<file path="src/design/assert_macros.svh">
// ----------------------------------------------------------------------------
// Assertion macros
// Clocked assertion shorthands for the furnace door motion controller.
// ----------------------------------------------------------------------------
`ifndef ASSERT_MACROS_SVH
`define ASSERT_MACROS_SVH

// same-cycle implication, sampled on clk, off during reset
`define ASSERT_IMPL(lbl, ante, cons, msg) \
	lbl: assert property (@(posedge clk) disable iff (!arst_n) (ante) |-> (cons)) \
		else $error(msg);

// next-cycle implication, sampled on clk, off during reset
`define ASSERT_NEXT(lbl, ante, cons, msg) \
	lbl: assert property (@(posedge clk) disable iff (!arst_n) (ante) |=> (cons)) \
		else $error(msg);

`endif

</file>
<file path="src/design/fdmc_pkg.sv">
// ----------------------------------------------------------------------------
// fdmc_pkg
// Types, codes and reset values shared by the door motion controller.
// ----------------------------------------------------------------------------
package fdmc_pkg;

	localparam int TICKS_PER_SECOND_DEF = 10;
	localparam int CNT_W = 12;
	localparam logic [CNT_W-1:0] COUNT_MAX = 12'd4095;

	localparam logic [7:0]  TIMEOUT_RST = 8'd120;
	localparam logic [7:0]  RUN_RST     = 8'd100;
	localparam logic [11:0] TEMP_RST    = 12'd1200;

	localparam int ADDR_W = 4;
	localparam logic [1:0] REG_TIMEOUT = 2'd0;
	localparam logic [1:0] REG_RUN     = 2'd1;
	localparam logic [1:0] REG_TEMP    = 2'd2;

	localparam logic [1:0] MODE_NONE  = 2'd0;
	localparam logic [1:0] MODE_RAISE = 2'd1;
	localparam logic [1:0] MODE_LOWER = 2'd2;
	localparam logic [1:0] MODE_STOP  = 2'd3;

	localparam logic [1:0] DRIVE_OFF   = 2'd0;
	localparam logic [1:0] DRIVE_RAISE = 2'd1;
	localparam logic [1:0] DRIVE_LOWER = 2'd2;

	localparam logic [2:0] STAT_IDLE     = 3'd0;
	localparam logic [2:0] STAT_MOVING   = 3'd1;
	localparam logic [2:0] STAT_LIMIT    = 3'd2;
	localparam logic [2:0] STAT_STOPPED  = 3'd3;
	localparam logic [2:0] STAT_RUN_DONE = 3'd4;
	localparam logic [2:0] STAT_TOO_HOT  = 3'd5;
	localparam logic [2:0] STAT_AT_LIMIT = 3'd6;
	localparam logic [2:0] STAT_FAULT    = 3'd7;

	localparam logic [1:0] ST_IDLE  = 2'd0;
	localparam logic [1:0] ST_RAISE = 2'd1;
	localparam logic [1:0] ST_LOWER = 2'd2;
	localparam logic [1:0] ST_FAULT = 2'd3;

	typedef struct packed {
		logic [1:0]  mode;
		logic        up_limit_hit;
		logic        down_limit_hit;
		logic [11:0] temperature;
	} in_item_t;

	typedef struct packed {
		logic [1:0] drive;
		logic [2:0] status;
	} out_item_t;

	typedef struct packed {
		logic [7:0]  timeout_seconds;
		logic [7:0]  run_seconds;
		logic [11:0] temp_limit;
	} cfg_t;

endpackage

</file>
<file path="src/design/fdmc_ctrl.sv">
// ----------------------------------------------------------------------------
// fdmc_ctrl
// Motion state and tick counters; computes one result for each stepped beat.
// ----------------------------------------------------------------------------
`include "assert_macros.svh"

module fdmc_ctrl #(
	parameter int TICKS_PER_SECOND = fdmc_pkg::TICKS_PER_SECOND_DEF
) (
	input  logic                clk,
	input  logic                arst_n,
	input  logic                step,
	input  fdmc_pkg::in_item_t  item,
	input  fdmc_pkg::cfg_t      cfg,
	output fdmc_pkg::out_item_t res
);

	localparam int TW = $clog2(TICKS_PER_SECOND + 1);
	localparam int PW = (8 + TW > 13) ? 8 + TW : 13;
	localparam int CW = fdmc_pkg::CNT_W;

	logic [1:0]    state_q, state_d;
	logic [CW-1:0] timeout_q, timeout_d;
	logic [CW-1:0] run_q, run_d;

	logic [PW-1:0] tmo_prod, run_prod;
	logic [CW-1:0] tmo_load, run_sat, run_load;
	logic [CW-1:0] tmo_dec, run_dec;
	logic          run_done;

	assign tmo_prod = PW'(cfg.timeout_seconds) * PW'(TICKS_PER_SECOND);
	assign run_prod = PW'(cfg.run_seconds) * PW'(TICKS_PER_SECOND);
	assign tmo_load = (tmo_prod > PW'(fdmc_pkg::COUNT_MAX)) ? fdmc_pkg::COUNT_MAX
		: tmo_prod[CW-1:0];
	assign run_sat  = (run_prod > PW'(fdmc_pkg::COUNT_MAX)) ? fdmc_pkg::COUNT_MAX
		: run_prod[CW-1:0];
	assign run_load = (cfg.run_seconds != 8'd0) ? run_sat : tmo_load;

	assign tmo_dec  = (timeout_q != '0) ? timeout_q - CW'(1) : '0;
	assign run_dec  = (run_q != '0) ? run_q - CW'(1) : '0;
	assign run_done = (run_dec == '0);

	always_comb begin
		state_d   = state_q;
		timeout_d = timeout_q;
		run_d     = run_q;
		res.drive  = fdmc_pkg::DRIVE_OFF;
		res.status = fdmc_pkg::STAT_IDLE;
		case (state_q)
			fdmc_pkg::ST_FAULT: begin
				res.status = fdmc_pkg::STAT_FAULT;
			end
			fdmc_pkg::ST_IDLE: begin
				if ((item.mode == fdmc_pkg::MODE_RAISE && item.up_limit_hit) ||
				    (item.mode == fdmc_pkg::MODE_LOWER &&
				     item.temperature <= cfg.temp_limit && item.down_limit_hit)) begin
					res.status = fdmc_pkg::STAT_AT_LIMIT;
				end else if (item.mode == fdmc_pkg::MODE_LOWER &&
				             item.temperature > cfg.temp_limit) begin
					res.status = fdmc_pkg::STAT_TOO_HOT;
				end else if (item.mode == fdmc_pkg::MODE_RAISE ||
				             item.mode == fdmc_pkg::MODE_LOWER) begin
					timeout_d = tmo_load;
					run_d     = run_load;
					if (tmo_load == '0) begin
						state_d    = fdmc_pkg::ST_FAULT;
						res.status = fdmc_pkg::STAT_FAULT;
					end else begin
						state_d    = (item.mode == fdmc_pkg::MODE_RAISE) ?
							fdmc_pkg::ST_RAISE : fdmc_pkg::ST_LOWER;
						res.drive  = (item.mode == fdmc_pkg::MODE_RAISE) ?
							fdmc_pkg::DRIVE_RAISE : fdmc_pkg::DRIVE_LOWER;
						res.status = fdmc_pkg::STAT_MOVING;
					end
				end
			end
			default: begin
				timeout_d = tmo_dec;
				run_d     = run_dec;
				state_d   = fdmc_pkg::ST_IDLE;
				if (tmo_dec == '0) begin
					state_d    = fdmc_pkg::ST_FAULT;
					res.status = fdmc_pkg::STAT_FAULT;
				end else if (state_q == fdmc_pkg::ST_RAISE) begin
					if (item.up_limit_hit) begin
						res.status = fdmc_pkg::STAT_LIMIT;
					end else if (item.mode == fdmc_pkg::MODE_STOP) begin
						res.status = fdmc_pkg::STAT_STOPPED;
					end else if (run_done) begin
						res.status = fdmc_pkg::STAT_RUN_DONE;
					end else begin
						state_d    = state_q;
						res.drive  = fdmc_pkg::DRIVE_RAISE;
						res.status = fdmc_pkg::STAT_MOVING;
					end
				end else begin
					if (run_done) begin
						res.status = fdmc_pkg::STAT_RUN_DONE;
					end else if (item.down_limit_hit) begin
						res.status = fdmc_pkg::STAT_LIMIT;
					end else if (item.mode == fdmc_pkg::MODE_STOP) begin
						res.status = fdmc_pkg::STAT_STOPPED;
					end else begin
						state_d    = state_q;
						res.drive  = fdmc_pkg::DRIVE_LOWER;
						res.status = fdmc_pkg::STAT_MOVING;
					end
				end
			end
		endcase
	end

	always_ff @(posedge clk or negedge arst_n) begin
		if (!arst_n) begin
			state_q   <= fdmc_pkg::ST_IDLE;
			timeout_q <= '0;
			run_q     <= '0;
		end else if (step) begin
			state_q   <= state_d;
			timeout_q <= timeout_d;
			run_q     <= run_d;
		end
	end

	`ASSERT_NEXT(a_fault_sticky, state_q == fdmc_pkg::ST_FAULT,
		state_q == fdmc_pkg::ST_FAULT, "fault state left before reset")
	`ASSERT_IMPL(a_moving_has_time,
		state_q == fdmc_pkg::ST_RAISE || state_q == fdmc_pkg::ST_LOWER,
		timeout_q != '0, "moving with an exhausted timeout")
	`ASSERT_NEXT(a_state_only_on_step, !step, $stable(state_q),
		"motion state changed without a beat")

endmodule

</file>
<file path="src/design/furnace_door_motion_controller.sv">
// ----------------------------------------------------------------------------
// furnace_door_motion_controller
// Door motor control per 100 ms tick beat, with an APB register port.
// ----------------------------------------------------------------------------
// channel  | direction | handshake          | payload
// in       | input     | in_valid/in_stall  | in_item  (mode, limits, temperature)
// out      | output    | out_valid/out_stall| out_item (drive, status)
// apb      | input     | psel/penable       | timeout, run time, temp limit
//
// One beat per cycle while the result is not stalled; a taken beat is held in the
// input stage register, then written to the result register when it advances.
// Reset clears control, counters, motion state and registers to defaults.
// A stalled result holds; the input stage fills behind it, then in_stall rises.
// ----------------------------------------------------------------------------
`include "assert_macros.svh"

module furnace_door_motion_controller #(
	parameter int TICKS_PER_SECOND = fdmc_pkg::TICKS_PER_SECOND_DEF
) (
	input  logic                        clk,
	input  logic                        arst_n,
	input  logic                        in_valid,
	output logic                        in_stall,
	input  fdmc_pkg::in_item_t          in_item,
	output logic                        out_valid,
	input  logic                        out_stall,
	output fdmc_pkg::out_item_t         out_item,
	input  logic                        psel,
	input  logic                        penable,
	input  logic                        pwrite,
	input  logic [fdmc_pkg::ADDR_W-1:0] paddr,
	input  logic [31:0]                 pwdata,
	output logic [31:0]                 prdata,
	output logic                        pready
);

	fdmc_pkg::cfg_t      cfg_q;
	fdmc_pkg::in_item_t  item_s1;
	fdmc_pkg::out_item_t res;
	fdmc_pkg::out_item_t out_q;
	logic                valid_s1;
	logic                out_valid_q;
	logic                advance;
	logic                in_take;
	logic                wr_en;
	logic [1:0]          reg_idx;

	assign pready  = 1'b1;
	assign reg_idx = paddr[3:2];
	assign wr_en   = psel && penable && pwrite;

	always_ff @(posedge clk or negedge arst_n) begin
		if (!arst_n) begin
			cfg_q.timeout_seconds <= fdmc_pkg::TIMEOUT_RST;
			cfg_q.run_seconds     <= fdmc_pkg::RUN_RST;
			cfg_q.temp_limit      <= fdmc_pkg::TEMP_RST;
		end else if (wr_en) begin
			case (reg_idx)
				fdmc_pkg::REG_TIMEOUT: cfg_q.timeout_seconds <= pwdata[7:0];
				fdmc_pkg::REG_RUN:     cfg_q.run_seconds     <= pwdata[7:0];
				fdmc_pkg::REG_TEMP:    cfg_q.temp_limit      <= pwdata[11:0];
				default: ;
			endcase
		end
	end

	always_comb begin
		case (reg_idx)
			fdmc_pkg::REG_TIMEOUT: prdata = {24'd0, cfg_q.timeout_seconds};
			fdmc_pkg::REG_RUN:     prdata = {24'd0, cfg_q.run_seconds};
			fdmc_pkg::REG_TEMP:    prdata = {20'd0, cfg_q.temp_limit};
			default:               prdata = 32'd0;
		endcase
	end

	assign advance  = valid_s1 && (!out_valid_q || !out_stall);
	assign in_stall = valid_s1 && !advance;
	assign in_take  = in_valid && !in_stall;

	always_ff @(posedge clk or negedge arst_n) begin
		if (!arst_n) begin
			valid_s1 <= 1'b0;
		end else if (in_take) begin
			valid_s1 <= 1'b1;
		end else if (advance) begin
			valid_s1 <= 1'b0;
		end
	end

	always_ff @(posedge clk) begin
		if (in_take) begin
			item_s1 <= in_item;
		end
	end

	fdmc_ctrl #(
		.TICKS_PER_SECOND(TICKS_PER_SECOND)
	) u_ctrl (
		.clk   (clk),
		.arst_n(arst_n),
		.step  (advance),
		.item  (item_s1),
		.cfg   (cfg_q),
		.res   (res)
	);

	always_ff @(posedge clk or negedge arst_n) begin
		if (!arst_n) begin
			out_valid_q <= 1'b0;
		end else if (advance) begin
			out_valid_q <= 1'b1;
		end else if (!out_stall) begin
			out_valid_q <= 1'b0;
		end
	end

	always_ff @(posedge clk) begin
		if (advance) begin
			out_q <= res;
		end
	end

	assign out_valid = out_valid_q;
	assign out_item  = out_q;

	`ASSERT_IMPL(a_stall_needs_beat, in_stall, valid_s1 && out_valid_q && out_stall,
		"input stalled without a blocked beat")
	`ASSERT_NEXT(a_free_stage_moves, valid_s1 && !out_valid_q, out_valid_q,
		"held beat did not reach the result register")
	`ASSERT_IMPL(a_drive_means_moving,
		out_valid_q && out_q.drive != fdmc_pkg::DRIVE_OFF,
		out_q.status == fdmc_pkg::STAT_MOVING, "motor driven without moving status")

endmodule

</file>
<file path="config.mk">
export PLATFORM = sky130hd
export DESIGN_NAME = furnace_door_motion_controller
export DESIGN_NICKNAME = d
export VERILOG_FILES = /design/src/design/fdmc_pkg.sv /design/src/design/fdmc_ctrl.sv /design/src/design/furnace_door_motion_controller.sv
export VERILOG_INCLUDE_DIRS = /design/src /design/src/design
export SDC_FILE = /design/constraint.sdc
export NUM_CORES = 1
export LEC_CHECK = 0
export BUFFER_PORTS_ARGS = -buffer_cell sky130_fd_sc_hd__buf_2
export CAP_MARGIN = 20
export CORE_UTILIZATION = 52
export CTS_CLUSTER_SIZE = 40
export DETAILED_ROUTE_END_ITERATION = 10
export PLACE_DENSITY = 0.74
export SYNTH_ARGS = -nofsm -noshare
export SYNTH_HDL_FRONTEND = slang
export SYNTH_SLANG_ARGS = --single-unit
</file>
<file path="constraint.sdc">
create_clock -name clk -period 3.13 [get_ports clk]
set_clock_uncertainty 0.15 [all_clocks]
set_input_delay 0 -clock clk [delete_from_list [all_inputs] [get_ports clk]]
set_output_delay 0 -clock clk [all_outputs]
set_load 0.005 [all_outputs]
</file>
== After elaboration in Yosys (flattened, before gate mapping) ==
Cells that the tools add are included.

* Register bits after elaboration: 77
* Bits of input ports: 59
* Output and inout bits: 40
* Logic and storage cells: 122

* Add/subtract/negate cells: 2
* Multiply operators: 2
* Magnitude comparators: 4
* Eq/ne operators: 12
* Mux-type cells: 56
* Bitwise gates (word level): 1
* Reduce and logical (&&, ||, !) cells: 31

{| class="wikitable"
|+ Operators with widths
! cell !! count
|-
| 12-bit 2-to-1 mux || 11
|-
| 12-bit case mux with 2 select lines || 2
|-
| 2-bit 2-to-1 mux || 23
|-
| 12-bit zero test || 3
|-
| 12-bit case mux with 3 select lines || 1
|-
| 3-bit 2-to-1 mux || 9
|-
| 12-bit greater-than comparator (second input constant) || 2
|-
| 12-bit nonzero test || 2
|-
| 12-bit by 1-bit subtractor with 12-bit output (second input constant) || 2
|-
| 8-bit by 3-bit multiplier with 11-bit output (second input constant) || 2
|-
| 12-bit greater-than comparator || 1
|-
| 12-bit less-or-equal comparator || 1
|-
| 5-bit 2-to-1 mux || 2
|-
| 1-bit logical AND || 9
|-
| 2-bit == test (second input constant) || 4
|-
| 2-bit case mux with 2 select lines || 2
|-
| 8-bit nonzero test || 1
|-
| 7-bit AND reduction || 1
|-
| 2-bit by 1-bit == test with 1-bit output (second input constant) || 3
|-
| 6-bit by 4-bit != test with 1-bit output (second input constant) || 1
|-
| 3-bit case mux with 2 select lines || 1
|-
| 2-bit AND reduction || 3
|-
| 6-bit nonzero test || 1
|-
| 1-bit 2-to-1 mux || 5
|-
| other kinds (8) || 16
|}

== Depth between registers and ports, before layout ==
* Depth in word-level cells: 9
* Gate-level depth with buffers: 10
* Gate-level depth less buffers: 9

== Hierarchy ==
Synthesis repeated with hierarchy kept, for this count alone.

* Cell total of the unflattened synthesis: 551
* Area, all modules: 5460.2 um^2

{| class="wikitable"
|+ By module, submodules not included
! module !! instances !! cells an instance !! area an instance (um^2)
|-
| fdmc_ctrl || 1 || 405 || 3259.4
|-
| furnace_door_motion_controller || 1 || 146 || 2200.9
|}

== Least setup slack after synthesis ==
Ideal clock, no wire load.

* Path type: register -> register
* Start point: register cfg_q[23] (netlist name)
* End point: register out_q (netlist bit out_item[4]), data pin
* Library setup time: 256 ps
* Data arrival time: 2715 ps
* Setup slack: 10 ps
* Stages on the path, launching flop included: 10
* Buffers on the path: 0
* Period minus slack after synthesis: 3120 ps
* Cell sequence: dfstp_2 ha_1 ha_1 fa_1 a211oi_1 or3b_1 nand3_1 a2111oi_4 a211oi_1 a31o_2

{| class="wikitable"
|+ RTL lines
! what !! RTL line !! text
|-
| from (decl) || furnace_door_motion_controller.sv:37 || <nowiki>fdmc_pkg::cfg_t cfg_q;</nowiki>
|-
| to (signal assigned) || furnace_door_motion_controller.sv:119 || <nowiki>out_q <= res;</nowiki>
|-
| to (decl) || furnace_door_motion_controller.sv:40 || <nowiki>fdmc_pkg::out_item_t out_q;</nowiki>
|}

==> summary.md <==
| Metric | Value |
|---|---|
| RSZ-0062 raised after global routing | yes |
| Startpoint types | flop |
| Pwr/cell area | 507 mW/mm^2 |
| Peak supply drop | 0.346 mV |
| Ys flop type | dfrtp_1 |
| DRT Pass-1 Iters | 6 |
| Core box area | 0.0103 sq mm |
| Clock transition at path regs | about 0.10 ns |
| Via density | 6.08 |
| Met2 wire len | 7.32 mm |
| Maximum clock rate | 0.310 GHz |
| RR Endpoint | out_item[2] |
| Critical path class | flop to flop |
| FFs w/ async S/R, synth | 72.7% |
| Least-Margin Pin Slew | 0.840 ns |
| Initial DRC count | 409 |
| Placed cells | 778 |
| Crit. End Element | flop |
| Hold Path Sink | cfg_q[4] |
| Final HPWL DP | 10.1 mm |
| Share of layout cells above drive strength 1 | between 20% and 30% |
| Largest net degree at the start of global routing | 45 |
| # IOs | 99 |
| Post-synth EDFFs | 21 |
| Post-route minimum period | 3.23 ns |
| Mapped Area | 0.00555 sq mm |
| M1 WL | 6.36 mm |
| Starting density of the core | 53.8% |
| Reg2reg setup slack | -0.1 ns |
| Maxcap violations | 0 |
| Status | finished, violations left |
| Req. time, crit path | between 3 and 4 ns |
| Die Y | 105 um |
| DRC viols | 0 |
| Root buffer cell | clkbuf_8 |
| H-tree level count | 3 |
| Hold Crit Class | input port to flop |
| Setup TNS | -0.182 ns |
| Crit-path max FO | 3 |
| Sink Count | 77 |
| FF+latch area | 0.00205 sq mm |
| Die X | 105 um |
| Fin area | a little under 0.007 sq mm |
| WL met3 | 1.03 mm |
| Post-synthesis sequential area ratio | 36.8% |
| Fill cells | between 800 and 900 |
| Wirelength per Cell | 18.1 um |
| Num rows | 37 |
| Synth area leader | dfrtp_1 |
| Final Hold Vio Count | 0 |
| Yosys top cell area share | just over 20% |
| Non-Filler Instances | between 800 and 900 |
| Clock buffer depth | 2 |
| Final setup margin | -0.0990 ns |
| Area growth syn-to-layout | 21.1% |
| First-pass GRT wire length | approximately 24 mm |
| Failing checks | negative setup slack |
| Final core occ | 65.1% |
| Nets | between 800 and 900 |
| Slew Viols, Final | 0 |
| Placed cell area | 0.00598 sq mm |
| R2R cell count | 9 |
| Synth Warn # | 0 |
| Skew-Pair Late Insertion Delay | about 0.38 ns |
| Worst Hold Launch | paddr[3] |
| Worst reg2reg startpoint | cfg_q[23] |
| Final period utilization | 103% |
| Top cells by area, synth | dfrtp_1 20%, edfxtp_1 11%, ha_1 9.9%, o21ai_0 6.1%, dfstp_2 5.2% |
| Uppermost layer routed | met4 |
| Gr ovfl total | 0 |
| DRT antenna net count | 0 |
| Syn avg cell area | roughly 9.5 sq um |
| Cells after Synth | 584 |
| CP arrival | ~3.3 ns |
| LEAKAGE | 0.00297 uW |
| RePlAce Congestion | 0.962 |
| Distinct cells, synth | 78 |
| Area of the multi-input gates | between 0.003 and 0.004 sq mm |
| Drt total wl | 15.2 mm |
| Vias in the first global route | just under 5,000 |
| CTS tree | done |
| Global Route Usage Sum | 27.3% |
| Antenna cells | 0 |
| Place WS | -0.251 ns |
| Initial antenna violation count | 0 |
| Max-slew headroom | a little over two fifths |
| Worst Hold Depth | 4 |
| Number of port buffers | 55 |
| #FFs+latches synth | 77 |
| Routed vias | roughly 5,100 |
| DIE AREA | between 0.01 and 0.015 sq mm |
| Cts bufs inserted | 9 |
| # setup viols final | 4 |
==> where the power goes <==
| part | total (uW) | switching [uW] | internal [uW] |
|---|---|---|---|
| Sequential | 1250 | 88.5 | 1160 |
| Clock | 797 | 477 | 320 |
| Combinational | 1360 | 756 | 607 |
==> cells in the final DEF, fill, tap and decap left out, types with 30 or more instances in the layout <==
cell type	count
o21ai_0	66
buf_2	55
dfrtp_1	45
nand2_1	41
ha_1	40
dlygate4sd3_1	40
inv_1	33
nor2_1	31
a21oi_1	30
buf_4	30
==> metrics by stage <==
step           hold slack (ns)  power, uW
2_1_floorplan           -0.446       2000
3_3_place_gp            0.0262       2380
3_5_place_dp            0.0286       2410
4_1_cts                 0.0156       3280
5_1_grt                 0.0639       3570
6_report                0.0422       3410
==> state kept, by name, indices dropped and copies added (netlist names) <==
name,cells
valid_s1,1
cfg_q,28
out_valid,1
out_item,5
u_ctrl.run_q,12
u_ctrl.state_q,2
item_s1,16
u_ctrl.timeout_q,12
==> logic make-up (layout without fill, tap and decap cells) <==
family	after synthesis	after routing	synth area share [%]
compound gates	190	190	22.9
xor+xnor	10	10	1.58
fa+ha+maj	46	46	10.6
buf+inv	75	176	7.48
flops	77	77	36.8
mux	29	29	5.63
other cells	2	21	0.135
simple gates	155	155	14.8
==> routing by layer <==
| layer | up-vias | GRT usage [%] |
|---|---|---|
| li1 | 2368 | - |
| met1 | 2438 | 34.5 |
| met2 | 245 | 46.1 |
| met3 | 52 | 5.81 |
| met4 | 0 | 9.66 |
| met5 | - | 0 |
==> critical path, stage by stage (launching register included) <==
cell and delay [ns]:
dfstp_2 0.56, ha_4 0.20, ha_4 0.16, fa_2 0.39
a211oi_4 0.31, or3b_4 0.21, nand3_4 0.08, a2111oi_4 0.47
a31oi_2 0.19, a221oi_2 0.32
==> final cells by class <==
type | count | area share (%)
Tap cell | 136 | 2.53
Multi-Input combinational cell | 451 | 48.5
Clock buffer | 9 | 1.84
Clock inverter | 7 | 1.13
Inverter | 34 | 1.90
Timing Repair Buffer | 126 | 13.7
Sequential cell | 77 | 30.4
==> worst max-delay path by stage <==
stage	startpoint	cells after the start	to	slack, ns
after floorplan	cfg_q[23]	9	out_item[4]	0.01
after global placement	cfg_q[23]	9	out_item[2]	-0.13
after detailed placement	cfg_q[23]	9	out_item[2]	-0.25
after CTS	cfg_q[23]	10	out_item[3]	0.002
after global routing	cfg_q[23]	9	out_item[2]	-0.15
final	cfg_q[23]	9	out_item[2]	-0.1
==> synthesized netlist by cell type (8+ instances only) <==
cell type	number
a211oi_1	10
nor2_1	31
clkbuf_1	14
nand2_1	41
edfxtp_1	21
nand3_1	10
mux2i_1	11
dfrtp_1	45
a31oi_1	8
o21ai_0	68
ha_1	44
a21oi_1	32
mux2_2	18
inv_1	33
o31ai_1	9
buf_4	21
dfstp_2	11
nor3_1	16
==> timing repair <==
action / in CTS / in global routing
gates resized for setup: 3 / 15
hold endpoints to repair: 85 / 12
setup buffers: 1 / 4
setup endpoints to repair: 4 / 6
hold buffers: 39 / 1
pin swaps: 2 / 8
Note: power is estimated with default switching activity, not from simulation.
